--- src/fel_pkg.sv ---
package fel_pkg;

    typedef enum logic [2:0] {
        MODE_IDLE,
        MODE_INT,
        MODE_IDENT,
        MODE_STR,
        MODE_ESC,
        MODE_CMP,
        MODE_HALT
    } lex_mode_t;

    localparam logic [1:0] TT_INT   = 2'd0;
    localparam logic [1:0] TT_IDENT = 2'd1;
    localparam logic [1:0] TT_STR   = 2'd2;
    localparam logic [1:0] TT_OP    = 2'd3;

    localparam logic [1:0] ERR_NONE     = 2'd0;
    localparam logic [1:0] ERR_CHAR     = 2'd1;
    localparam logic [1:0] ERR_STR_EOT  = 2'd2;
    localparam logic [1:0] ERR_OVERFLOW = 2'd3;

    localparam logic [7:0] CH_EQ     = 8'h3D;
    localparam logic [7:0] CH_TILDE  = 8'h7E;
    localparam logic [7:0] CH_PIPE   = 8'h7C;
    localparam logic [7:0] CH_AMP    = 8'h26;
    localparam logic [7:0] CH_LPAREN = 8'h28;
    localparam logic [7:0] CH_RPAREN = 8'h29;
    localparam logic [7:0] CH_LT     = 8'h3C;
    localparam logic [7:0] CH_GT     = 8'h3E;
    localparam logic [7:0] CH_BSLASH = 8'h5C;
    localparam logic [7:0] CH_QUOTE  = 8'h22;
    localparam logic [7:0] CH_ZERO   = 8'h30;

    localparam logic [34:0] INT_LIMIT = 35'h07FFFFFFF;

    typedef struct packed {
        logic [1:0]  token_type;
        logic [7:0]  token_char;
        logic        char_valid;
        logic        token_first;
        logic        token_end;
        logic [30:0] int_value;
        logic [1:0]  error_code;
        logic [15:0] error_position;
        logic        last_result;
    } lex_result_t;

    function automatic logic is_digit(input logic [7:0] c);
        return (c >= 8'h30) && (c <= 8'h39);
    endfunction

    function automatic logic is_alpha(input logic [7:0] c);
        return ((c >= 8'h61) && (c <= 8'h7A)) || ((c >= 8'h41) && (c <= 8'h5A));
    endfunction

    function automatic logic is_space(input logic [7:0] c);
        return (c == 8'h20) || ((c >= 8'h09) && (c <= 8'h0D));
    endfunction

    function automatic lex_result_t mk_res(
        input logic [1:0]  ttype,
        input logic [7:0]  ch,
        input logic        cv,
        input logic        first,
        input logic        tend,
        input logic [30:0] ival,
        input logic [1:0]  err,
        input logic [15:0] epos
    );
        lex_result_t r;
        r.token_type     = ttype;
        r.token_char     = ch;
        r.char_valid     = cv;
        r.token_first    = first;
        r.token_end      = tend;
        r.int_value      = ival;
        r.error_code     = err;
        r.error_position = epos;
        r.last_result    = 1'b0;
        return r;
    endfunction

    function automatic lex_result_t int_end_res(
        input logic [31:0] acc,
        input logic        ovf,
        input logic [15:0] ovf_pos
    );
        if (ovf)
        begin
            return mk_res(TT_INT, 8'd0, 1'b0, 1'b1, 1'b1, 31'd0, ERR_OVERFLOW, ovf_pos);
        end
        return mk_res(TT_INT, 8'd0, 1'b0, 1'b1, 1'b1, acc[30:0], ERR_NONE, 16'd0);
    endfunction

endpackage

--- src/filter_expression_lexer_core.sv ---
// Channel | Dir | Bits                                   | Transfer
// s_*     | in  | tdata[7:0] char, tlast end of text     | tvalid && tready
// m_*     | out | tdata 64b result, tuser 3b, tlast      | tvalid && tready
//
// One character is taken per cycle; its zero, one or two results are computed in
// the same cycle and written to a four-entry result queue, drained one per cycle.
// s_tready is high while the queue has two free entries, so a steady stream that
// yields one result per character runs at one character per cycle.
// Reset (rst_n low, asynchronous) clears the lexer state and empties the queue.
// A stall on m_tready backs up into s_tready once fewer than two queue entries are free.
module filter_expression_lexer_core #(
    parameter int POSITION_BITS = 16
) (
    input  logic        clk,
    input  logic        rst_n,
    input  logic        s_tvalid,
    output logic        s_tready,
    input  logic [7:0]  s_tdata,   // [7:0] text_char
    input  logic        s_tlast,
    output logic        m_tvalid,
    input  logic        m_tready,
    output logic [63:0] m_tdata,   // [7:0] token_char, [8] token_first, [9] token_end,
                                   // [40:10] int_value, [42:41] error_code,
                                   // [58:43] error_position, [63:59] zero
    output logic [2:0]  m_tuser,   // [1:0] token_type, [2] char_valid
    output logic        m_tlast
);

    localparam logic [POSITION_BITS:0]   REP_MAX = (POSITION_BITS+1)'(17'h0FFFF);
    localparam logic [POSITION_BITS-1:0] POS_MAX = '1;

    function automatic logic [15:0] rep_pos(input logic [POSITION_BITS-1:0] p);
        if ({1'b0, p} > REP_MAX)
        begin
            return 16'hFFFF;
        end
        return 16'(p);
    endfunction

    fel_pkg::lex_mode_t         mode_reg, mode_next;
    logic [31:0]                acc_reg, acc_next;
    logic                       ovf_reg, ovf_next;
    logic [15:0]                ovf_pos_reg, ovf_pos_next;
    logic                       sso_reg, sso_next;
    logic [POSITION_BITS-1:0]   pos_reg, pos_next;

    fel_pkg::lex_result_t       fifo_reg [4];
    logic [1:0]                 wr_ptr_reg, rd_ptr_reg;
    logic [2:0]                 count_reg;

    fel_pkg::lex_result_t       res_c [2];
    logic [1:0]                 n_c;
    logic                       fresh_c;
    logic [7:0]                 c;
    logic                       last_c;
    logic [34:0]                prod_c;
    logic [15:0]                pos_rep, past_rep;
    logic                       in_xfer, out_xfer;
    fel_pkg::lex_result_t       head;

    assign c        = s_tdata;
    assign last_c   = s_tlast;
    assign s_tready = (count_reg < 3'd3);
    assign in_xfer  = s_tvalid && s_tready;
    assign m_tvalid = (count_reg != 3'd0);
    assign out_xfer = m_tvalid && m_tready;

    assign pos_rep  = rep_pos(pos_reg);
    assign past_rep = rep_pos((pos_reg == POS_MAX) ? pos_reg : pos_reg + 1'b1);
    assign prod_c   = (35'(acc_reg) << 3) + (35'(acc_reg) << 1) + 35'(4'(c - fel_pkg::CH_ZERO));

    always_comb
    begin
        mode_next    = mode_reg;
        acc_next     = acc_reg;
        ovf_next     = ovf_reg;
        ovf_pos_next = ovf_pos_reg;
        sso_next     = sso_reg;
        fresh_c      = 1'b0;
        n_c          = 2'd0;
        res_c[0]     = '0;
        res_c[1]     = '0;

        unique case (mode_reg)
            fel_pkg::MODE_HALT:
            begin
                fresh_c = 1'b0;
            end
            fel_pkg::MODE_INT:
            begin
                if (fel_pkg::is_digit(c))
                begin
                    if (prod_c > fel_pkg::INT_LIMIT)
                    begin
                        if (!ovf_reg)
                        begin
                            ovf_pos_next = pos_rep;
                        end
                        ovf_next = 1'b1;
                        acc_next = 32'h8000_0000;
                    end
                    else
                    begin
                        acc_next = prod_c[31:0];
                    end
                    if (last_c)
                    begin
                        res_c[n_c[0]] = fel_pkg::int_end_res(acc_next, ovf_next, ovf_pos_next);
                        n_c = n_c + 2'd1;
                    end
                end
                else
                begin
                    res_c[n_c[0]] = fel_pkg::int_end_res(acc_reg, ovf_reg, ovf_pos_reg);
                    n_c = n_c + 2'd1;
                    fresh_c = 1'b1;
                end
            end
            fel_pkg::MODE_IDENT:
            begin
                if (fel_pkg::is_alpha(c) || fel_pkg::is_digit(c))
                begin
                    res_c[n_c[0]] = fel_pkg::mk_res(fel_pkg::TT_IDENT, c, 1'b1, 1'b0, last_c,
                                                    31'd0, fel_pkg::ERR_NONE, 16'd0);
                    n_c = n_c + 2'd1;
                end
                else
                begin
                    res_c[n_c[0]] = fel_pkg::mk_res(fel_pkg::TT_IDENT, 8'd0, 1'b0, 1'b0, 1'b1,
                                                    31'd0, fel_pkg::ERR_NONE, 16'd0);
                    n_c = n_c + 2'd1;
                    fresh_c = 1'b1;
                end
            end
            fel_pkg::MODE_CMP:
            begin
                if (c == fel_pkg::CH_EQ)
                begin
                    res_c[n_c[0]] = fel_pkg::mk_res(fel_pkg::TT_OP, c, 1'b1, 1'b0, 1'b1,
                                                    31'd0, fel_pkg::ERR_NONE, 16'd0);
                    n_c = n_c + 2'd1;
                    mode_next = fel_pkg::MODE_IDLE;
                end
                else
                begin
                    res_c[n_c[0]] = fel_pkg::mk_res(fel_pkg::TT_OP, 8'd0, 1'b0, 1'b0, 1'b1,
                                                    31'd0, fel_pkg::ERR_NONE, 16'd0);
                    n_c = n_c + 2'd1;
                    fresh_c = 1'b1;
                end
            end
            fel_pkg::MODE_STR:
            begin
                if (c == fel_pkg::CH_QUOTE)
                begin
                    res_c[n_c[0]] = fel_pkg::mk_res(fel_pkg::TT_STR, 8'd0, 1'b0, !sso_reg, 1'b1,
                                                    31'd0, fel_pkg::ERR_NONE, 16'd0);
                    n_c = n_c + 2'd1;
                    mode_next = fel_pkg::MODE_IDLE;
                end
                else if (c == fel_pkg::CH_BSLASH)
                begin
                    mode_next = fel_pkg::MODE_ESC;
                end
                else
                begin
                    res_c[n_c[0]] = fel_pkg::mk_res(fel_pkg::TT_STR, c, 1'b1, !sso_reg, 1'b0,
                                                    31'd0, fel_pkg::ERR_NONE, 16'd0);
                    n_c = n_c + 2'd1;
                    sso_next = 1'b1;
                end
                if (last_c && (mode_next != fel_pkg::MODE_IDLE))
                begin
                    res_c[n_c[0]] = fel_pkg::mk_res(fel_pkg::TT_INT, 8'd0, 1'b0, 1'b0, 1'b0,
                                                    31'd0, fel_pkg::ERR_STR_EOT, past_rep);
                    n_c = n_c + 2'd1;
                    mode_next = fel_pkg::MODE_HALT;
                end
            end
            fel_pkg::MODE_ESC:
            begin
                if ((c == fel_pkg::CH_BSLASH) || (c == fel_pkg::CH_QUOTE))
                begin
                    res_c[n_c[0]] = fel_pkg::mk_res(fel_pkg::TT_STR, c, 1'b1, !sso_reg, 1'b0,
                                                    31'd0, fel_pkg::ERR_NONE, 16'd0);
                    n_c = n_c + 2'd1;
                    sso_next = 1'b1;
                    mode_next = fel_pkg::MODE_STR;
                    if (last_c)
                    begin
                        res_c[n_c[0]] = fel_pkg::mk_res(fel_pkg::TT_INT, 8'd0, 1'b0, 1'b0, 1'b0,
                                                        31'd0, fel_pkg::ERR_STR_EOT, past_rep);
                        n_c = n_c + 2'd1;
                        mode_next = fel_pkg::MODE_HALT;
                    end
                end
                else
                begin
                    res_c[n_c[0]] = fel_pkg::mk_res(fel_pkg::TT_INT, 8'd0, 1'b0, 1'b0, 1'b0,
                                                    31'd0, fel_pkg::ERR_CHAR, pos_rep);
                    n_c = n_c + 2'd1;
                    mode_next = fel_pkg::MODE_HALT;
                end
            end
            default:
            begin
                fresh_c = 1'b1;
            end
        endcase

        if (fresh_c)
        begin
            mode_next = fel_pkg::MODE_IDLE;
            if (fel_pkg::is_digit(c))
            begin
                acc_next     = 32'(4'(c - fel_pkg::CH_ZERO));
                ovf_next     = 1'b0;
                ovf_pos_next = 16'd0;
                mode_next    = fel_pkg::MODE_INT;
                if (last_c)
                begin
                    res_c[n_c[0]] = fel_pkg::int_end_res(acc_next, 1'b0, 16'd0);
                    n_c = n_c + 2'd1;
                end
            end
            else if (fel_pkg::is_alpha(c))
            begin
                res_c[n_c[0]] = fel_pkg::mk_res(fel_pkg::TT_IDENT, c, 1'b1, 1'b1, last_c,
                                                31'd0, fel_pkg::ERR_NONE, 16'd0);
                n_c = n_c + 2'd1;
                mode_next = fel_pkg::MODE_IDENT;
            end
            else if (c == fel_pkg::CH_QUOTE)
            begin
                sso_next  = 1'b0;
                mode_next = fel_pkg::MODE_STR;
                if (last_c)
                begin
                    res_c[n_c[0]] = fel_pkg::mk_res(fel_pkg::TT_INT, 8'd0, 1'b0, 1'b0, 1'b0,
                                                    31'd0, fel_pkg::ERR_STR_EOT, past_rep);
                    n_c = n_c + 2'd1;
                    mode_next = fel_pkg::MODE_HALT;
                end
            end
            else if ((c == fel_pkg::CH_LT) || (c == fel_pkg::CH_GT))
            begin
                res_c[n_c[0]] = fel_pkg::mk_res(fel_pkg::TT_OP, c, 1'b1, 1'b1, last_c,
                                                31'd0, fel_pkg::ERR_NONE, 16'd0);
                n_c = n_c + 2'd1;
                mode_next = fel_pkg::MODE_CMP;
            end
            else if (c inside {fel_pkg::CH_EQ, fel_pkg::CH_TILDE, fel_pkg::CH_PIPE,
                               fel_pkg::CH_AMP, fel_pkg::CH_LPAREN, fel_pkg::CH_RPAREN})
            begin
                res_c[n_c[0]] = fel_pkg::mk_res(fel_pkg::TT_OP, c, 1'b1, 1'b1, 1'b1,
                                                31'd0, fel_pkg::ERR_NONE, 16'd0);
                n_c = n_c + 2'd1;
            end
            else if (!fel_pkg::is_space(c))
            begin
                res_c[n_c[0]] = fel_pkg::mk_res(fel_pkg::TT_INT, 8'd0, 1'b0, 1'b0, 1'b0,
                                                31'd0, fel_pkg::ERR_CHAR, pos_rep);
                n_c = n_c + 2'd1;
                mode_next = fel_pkg::MODE_HALT;
            end
        end

        if (n_c != 2'd0)
        begin
            res_c[1'(n_c - 2'd1)].last_result = 1'b1;
        end

        if (last_c)
        begin
            mode_next    = fel_pkg::MODE_IDLE;
            acc_next     = 32'd0;
            ovf_next     = 1'b0;
            ovf_pos_next = 16'd0;
            sso_next     = 1'b0;
            pos_next     = '0;
        end
        else if (pos_reg != POS_MAX)
        begin
            pos_next = pos_reg + 1'b1;
        end
        else
        begin
            pos_next = pos_reg;
        end
    end

    always_ff @(posedge clk or negedge rst_n)
    begin
        if (!rst_n)
        begin
            mode_reg    <= fel_pkg::MODE_IDLE;
            acc_reg     <= 32'd0;
            ovf_reg     <= 1'b0;
            ovf_pos_reg <= 16'd0;
            sso_reg     <= 1'b0;
            pos_reg     <= '0;
        end
        else if (in_xfer)
        begin
            mode_reg    <= mode_next;
            acc_reg     <= acc_next;
            ovf_reg     <= ovf_next;
            ovf_pos_reg <= ovf_pos_next;
            sso_reg     <= sso_next;
            pos_reg     <= pos_next;
        end
    end

    // result queue
    always_ff @(posedge clk)
    begin
        if (in_xfer)
        begin
            if (n_c != 2'd0)
            begin
                fifo_reg[wr_ptr_reg] <= res_c[0];
            end
            if (n_c == 2'd2)
            begin
                fifo_reg[wr_ptr_reg + 2'd1] <= res_c[1];
            end
        end
    end

    always_ff @(posedge clk or negedge rst_n)
    begin
        if (!rst_n)
        begin
            wr_ptr_reg <= 2'd0;
            rd_ptr_reg <= 2'd0;
            count_reg  <= 3'd0;
        end
        else
        begin
            if (in_xfer)
            begin
                wr_ptr_reg <= wr_ptr_reg + n_c;
            end
            if (out_xfer)
            begin
                rd_ptr_reg <= rd_ptr_reg + 2'd1;
            end
            count_reg <= count_reg + (in_xfer ? 3'(n_c) : 3'd0) - (out_xfer ? 3'd1 : 3'd0);
        end
    end

    assign head    = fifo_reg[rd_ptr_reg];
    assign m_tdata = {5'd0, head.error_position, head.error_code, head.int_value,
                      head.token_end, head.token_first, head.token_char};
    assign m_tuser = {head.char_valid, head.token_type};
    assign m_tlast = head.last_result;

endmodule
--- config.mk ---
export PLATFORM = sky130hd
export DESIGN_NAME = filter_expression_lexer_core
export DESIGN_NICKNAME = d
export VERILOG_FILES = /design/src/fel_pkg.sv /design/src/filter_expression_lexer_core.sv
export SDC_FILE = /design/constraint.sdc
export NUM_CORES = 1
export LEC_CHECK = 0
export BUFFER_PORTS_ARGS = -buffer_cell sky130_fd_sc_hd__buf_4
export CAP_MARGIN = 20
export CORE_AREA = 2 2 236 180
export CTS_BUF_LIST = sky130_fd_sc_hd__clkbuf_8 sky130_fd_sc_hd__clkbuf_16
export CTS_CLUSTER_SIZE = 24
export DETAILED_ROUTE_END_ITERATION = 8
export DIE_AREA = 0 0 238 182
export PLACE_DENSITY = 0.66
export SLEW_MARGIN = 20
export SYNTH_ARGS = -nofsm -noshare
export SYNTH_HDL_FRONTEND = slang
export SYNTH_SLANG_ARGS = --single-unit
export TNS_END_PERCENT = 5
--- constraint.sdc ---
create_clock -name clk -period 19.15 [get_ports clk]
set_input_delay 0.9575 -clock clk [delete_from_list [all_inputs] [get_ports clk]]
set_output_delay 0.9575 -clock clk [all_outputs]
set_load 0.01 [all_outputs]
==> flow_summary.json, run 1 <==
{
  "status": "finished clean",
  "cp_max_fo": 50,
  "clk_path_buf_depth": 3,
  "drv_slew": 0,
  "start_util": 0.493,
  "wl_per_cell_um": 25.3,
  "core_area_um2": 41300,
  "cts_root_buffer": "clkbuf_16",
  "drcViolationCount": 0,
  "cts_buffers": 36,
  "syn_avg_cell_area_um2": 10.3,
  "die_h_um": 182,
  "vias": 17100,
  "grtUsageMet3": 0.0765,
  "fmax_ghz": 0.144,
  "finalCritPeriodShare": 0.363,
  "placement.cell_area_um2": 21200,
  "die_w_um": 238,
  "io_pins": 83,
  "crit_path_end_kind": "flip-flop",
  "grt_overflow_total": 0,
  "num_rows": 65,
  "mostFrequentLayoutCells": "252 x edfxtp_1, 206 x nor2_1, 203 x nand2_1",
  "cts_resized": 0,
  "gp_congestion": 0.952,
  "async_reset_ff_frac": 0.232,
  "setup_violations": 0,
  "nFillCells": 3607,
  "hpwl_um": 45000,
  "ys_types": 91,
  "vias_per_cell": 6.74,
  "synth_edf_count": 252,
  "yosys.area.top_type": "edfxtp_1",
  "critical_path_class": "in -> reg",
  "antenna_found_initial": 4,
  "grtUsageMet2": 0.400,
  "synth_seq_area_share": 0.465,
  "powerDensity_nw_per_um2": 184,
  "fin_area_um2": 22300,
  "power_w": 0.00411,
  "drt-total-wl_um": 64200,
  "holdWs_ns": 0.325,
  "clock_sinks": 328,
  "vdd_drop_max_v": 0.000113,
  "cts_tree": "done",
  "dr.pass1.iters": 7,
  "largest_reg_flops": 252,
  "netlist_instances": 1979,
  "syn_area_um2": 20400,
  "area_delta_synth_final_pct": 9.77,
  "yosys-top-cells-area": "edfxtp_1 37%, dfrtp_1 9.3%, mux4_2 7.0%, ha_1 4.4%, a21oi_1 4.1%",
  "hold_violations": 0,
  "clkLatencyLatePin_ns": 0.56,
  "arrival_ns": 7.11,
  "use_met1": 0.469,
  "grt_pass1_wl_um": 97700,
  "finalSetupTns_ns": 0,
  "final_layout_size_suffix_gt1_frac": 0.140,
  "first_global_vias": 15700,
  "cts_hold_buf": 0,
  "grt_setup_unrepaired": "no",
  "synth_seq_cells": 328,
  "grt_max_degree": 64,
  "grt_busiest_layer": "met1",
  "maxCapViolations": 0,
  "fin_nets": 2058,
  "min_period_ns": 6.94,
  "post-cts-setup-buffers": 0,
  "synth.top_cell.area_share": 0.372,
  "yosysWarnings": 0,
  "ant_nets": 0,
  "layout_commonest_cell": "edfxtp_1",
  "synth_ff_type": "edfxtp_1",
  "drtIter0Drc": 2465,
  "worstMarginPinSlew_ns": 1.06,
  "die_area_um2": 43300,
  "grt.total_usage": 0.295,
  "start_kind": "input port",
  "max_slew_margin": 0.276,
  "portBuffers": 77,
  "clkTransAtPathRegs_ns": 0.06,
  "hp-class": "in -> async",
  "cp.required_ns": 19.31,
  "p_leak_nw": 8.53,
  "skew_ns": 0.0291,
  "cts_max_level": 2
}
-- cells in the mapped netlist (17+ instances only) --
| library cell | instances |
|---|---|
| o31ai_1 | 22 |
| o211ai_1 | 18 |
| mux2i_1 | 34 |
| a22o_1 | 28 |
| xor2_1 | 17 |
| edfxtp_1 | 252 |
| dfrtp_1 | 76 |
| nand2_1 | 203 |
| buf_2 | 27 |
| xnor2_1 | 18 |
| a22oi_1 | 27 |
| inv_1 | 30 |
| a21oi_1 | 166 |
| a32o_1 | 17 |
| mux4_2 | 63 |
| nor2_1 | 210 |
| o21ai_0 | 154 |
| nor3_1 | 32 |
| and3_1 | 22 |
| nand3_1 | 45 |
| and2_1 | 26 |
| clkbuf_1 | 101 |
| o22ai_1 | 22 |
| ha_1 | 72 |
| nand4_1 | 18 |
-- stage by stage --
step / utilization / setup WS [ns] / instances
after floorplan: - / 9.62 / 1983
after global placement: 0.513 / 12.12 / 2468
after detailed placement: 0.513 / 11.93 / 2468
after CTS: 0.541 / 12.42 / 2534
after global routing: 0.541 / 11.84 / 2537
final: 0.541 / 12.21 / 2538
-- cell type report --
class / instances / area, um^2 / share of cell area
clock buffer: 39 / 942 / 0.0422
antenna: 4 / 10.0 / 0.000448
timing repair buffer: 105 / 788 / 0.0353
multi-input combinational: 1465 / 10100 / 0.453
sequential: 328 / 9470 / 0.424
inverter: 34 / 133 / 0.00593
clock inverter: 27 / 199 / 0.00890
tap: 536 / 671 / 0.0300
-- layer usage --
metal  vias up  wire [um]
met5         -          0
met4         0       1040
met3        92       8320
met2      1082      26200
met1      8443      28700
li1       7494          -
-- cell families after synthesis --
family / synth area share
flip-flops: 0.465
other: 0.000184
adder cells (fa/ha/maj): 0.0472
buffers and inverters: 0.0411
AO/OA/AOI/OAI: 0.191
XOR/XNOR: 0.0151
multiplexers: 0.0940
AND/OR/NAND/NOR: 0.146
-- worst max-delay path, cell delays in order --
cell and delay [ns]:
buf_4 0.15, nor3b_1 0.56, nand3_1 0.61, nand2_1 0.26
a21oi_1 0.08, ha_1 0.32, nor2b_1 0.15, o21a_1 0.15
o22ai_1 0.19, nor2_2 0.40, inv_1 0.31, ha_1 0.39
o221ai_1 0.14, a311o_1 0.53, inv_6 0.19, a21oi_1 0.17
o21bai_1 0.30, nor2_4 0.44, buf_4 0.70
-- report_power, final --
| part | switching [W] | internal [W] |
|---|---|---|
| registers | 0.000134 | 0.00102 |
| clock network | 0.000295 | 0.000384 |
| logic | 0.00144 | 0.000838 |
| total | 0.00187 | 0.00224 |
-- worst paths after layout --
kind | cells after the start | to | slack (ns) | startpoint
setup reg to reg | 16 | fifo_reg[1][43] | 12.90 | mode_reg[0]
min in group clk | 1 | rd_ptr_reg[1] | 0.47 | rd_ptr_reg[1]
hold / removal | 1 | wr_ptr_reg[0] | 0.33 | rst_n
hold reg to reg | 1 | rd_ptr_reg[1] | 0.47 | rd_ptr_reg[1]
max in group asynchronous | 2 | rd_ptr_reg[0] | 17.68 | rst_n
setup / recovery | 19 | fifo_reg[1][43] | 12.21 | s_tdata[6]
(Power assumes the default switching activity.)
==> run 2, diff against run 1 <==
Clock period 19.15 ns to 6.8 ns, I/O delays scaled along.
==> run 2 against run 1 <==
Effect of this change:
- critical path depth decreased by 4
- register-to-register slack got worse by 12 ns
- cell area increased by 0.57%
- largest cell class unchanged
- clock skew decreased by 0.0051 ns
- clock power increased to 2.8 times the previous value
- hold slack got worse by 0.11 ns
- sequential share of layout area decreased by 0.24 points
- sequential power increased to 2.8 times the previous value
- final cell count increased by 0.47%
- global-route usage increased by 0.20 points
- via count decreased by 1.3%
- die area unchanged
==> flow_summary.json, run 2 (same netlist as run 1, synthesis figures left out) <==
{
  "status": "finished clean",
  "ant_nets": 0,
  "cts_max_level": 2,
  "pwr-share-seq": 0.280,
  "grt.total_usage": 0.297,
  "io_pins": 83,
  "setup_ws_ns": 1.18,
  "first_global_vias": 15700,
  "cp_max_fo": 21,
  "die_w_um": 238,
  "vias_per_cell": 6.62,
  "drv_slew": 0,
  "antenna_found_initial": 2,
  "switching_share": 0.455,
  "p_comb_frac": 0.557,
  "cts_buffers": 36,
  "grt_pass1_wl_um": 98300,
  "skew_ns": 0.0240,
  "drtIter0Drc": 2232,
  "fin_util": 0.544,
  "grtUsageMet2": 0.405,
  "start_kind": "flip-flop",
  "fin_nets": 2072,
  "hp-class": "in -> async",
  "arrival_ns": 5.86,
  "grt_setup_unrepaired": "no",
  "final_layout_size_suffix_gt1_frac": 0.146,
  "dr.pass1.iters": 8,
  "grt_overflow_total": 0,
  "internal-power_w": 0.00634,
  "mostFrequentLayoutCells": "252 x edfxtp_1, 206 x nor2_1, 203 x nand2_1",
  "cts_root_buffer": "clkbuf_16",
  "portBuffers": 77,
  "powerDensity_nw_per_um2": 517,
  "min_period_ns": 5.62,
  "setup_violations": 0,
  "die_area_um2": 43300,
  "largest_reg_flops": 252,
  "drcViolationCount": 0,
  "wl_per_cell_um": 25.4,
  "finalSetupTns_ns": 0,
  "pre_cts_ws_ns": 0.819,
  "cp.required_ns": 7.03,
  "cts_resized": 0,
  "critical_path_class": "reg -> reg",
  "maxCapViolations": 0,
  "area_delta_synth_final_pct": 10.4,
  "max_slew_margin": 0.226,
  "power_w": 0.0116,
  "finalCritPeriodShare": 0.827,
  "crit_path_end_kind": "flip-flop",
  "use_met1": 0.466,
  "clockPowerShare": 0.163,
  "holdWs_ns": 0.218,
  "hpwl_um": 45600,
  "vias": 16900,
  "clkLatencyLatePin_ns": 0.55,
  "cts_tree": "done",
  "start_util": 0.493,
  "die_h_um": 182,
  "clock_sinks": 328,
  "num_rows": 65,
  "vdd_drop_max_v": 0.000382,
  "nFillCells": 3542,
  "worstMarginPinSlew_ns": 1.15,
  "clk_path_buf_depth": 3,
  "drt-total-wl_um": 64700,
  "fmax_ghz": 0.178,
  "gp_congestion": 0.938,
  "grt_busiest_layer": "met1",
  "core_area_um2": 41300,
  "grt_max_degree": 64,
  "clkTransAtPathRegs_ns": 0.06,
  "p_leak_nw": 8.57,
  "hold_violations": 0,
  "p_sw_w": 0.00529,
  "grtUsageMet3": 0.0935,
  "layout_commonest_cell": "edfxtp_1"
}
## run 2: changes by cell type in the layout (fill, tap and decap cells not counted), moves of 2 or more
cell / delta
buf_4: +10
inv_1: -6
clkinv_1: +4
buf_12: +3
clkbuf_8: -2
clkinv_2: +2
diode_2: -2
## run 2: power by group through the flow
stage	Sequential (W)	Clock [W]	Combinational, W
finish	0.00325	0.00190	0.00648
global route	0.00331	0.00199	0.00702
CTS	0.00324	0.00191	0.00637
detailed placement	0.00328	0	0.00633
global placement	0.00325	0	0.00627
floorplan	0.00309	0	0.00437
## run 2: path summary, 6_finish.rpt
kind,startpoint,endpoint,slack [ns],cells past startpoint
worst min register to register,rd_ptr_reg[1],rd_ptr_reg[1],0.47,1
worst max-delay path,mode_reg[0],fifo_reg[2][58],1.18,15
worst max register to register,mode_reg[0],fifo_reg[2][58],1.18,15
max in group asynchronous,rst_n,rd_ptr_reg[0],5.39,3
worst min-delay path,rst_n,wr_ptr_reg[0],0.22,2
min in group clk,m_tready,rd_ptr_reg[0],0.22,3
## run 2: cell type report
type | instances | area, um^2 | share of cell area
clock buffer | 37 | 915 | 0.0407
tap | 536 | 671 | 0.0298
inverter | 34 | 133 | 0.00590
sequential | 328 | 9470 | 0.422
antenna | 2 | 5.00 | 0.000223
clock inverter | 29 | 218 | 0.00969
timing repair buffer | 119 | 933 | 0.0415
multi-input combinational | 1465 | 10100 | 0.451
## run 2: per-layer routing
metal | wire length (um) | vias up | share of wire
met1 | 28800 | 8265 | 0.45
met5 | 13 | - | 0.00020
met3 | 8800 | 96 | 0.14
met2 | 26200 | 1012 | 0.40
met4 | 846 | 2 | 0.013
li1 | - | 7516 | -
## run 2: per-stage QoR
stage	area, um^2	std cells
after global placement	21300	2480
after detailed placement	21300	2481
after CTS	22500	2548
after floorplan	20400	1983
final	22500	2550
after global routing	22500	2548
## run 2: what timing repair did
| item | in CTS | in global routing |
|---|---|---|
| endpoints found under the hold margin | 15 | 0 |
| hold buffers | 1 | 0 |
| setup buffers | 0 | 0 |
## run 2: worst max-delay path, stage by stage (launching register included)
cell	delay (ns)
dfrtp_1	0.60
nor3_1	0.52
a21oi_1	0.17
ha_1	0.30
nor2b_1	0.15
o21a_1	0.16
o22ai_1	0.18
nor2_2	0.43
inv_1	0.32
ha_1	0.39
o221ai_1	0.14
a311o_1	0.51
inv_6	0.18
a21oi_1	0.17
o21ai_4	0.72
buf_4	0.35
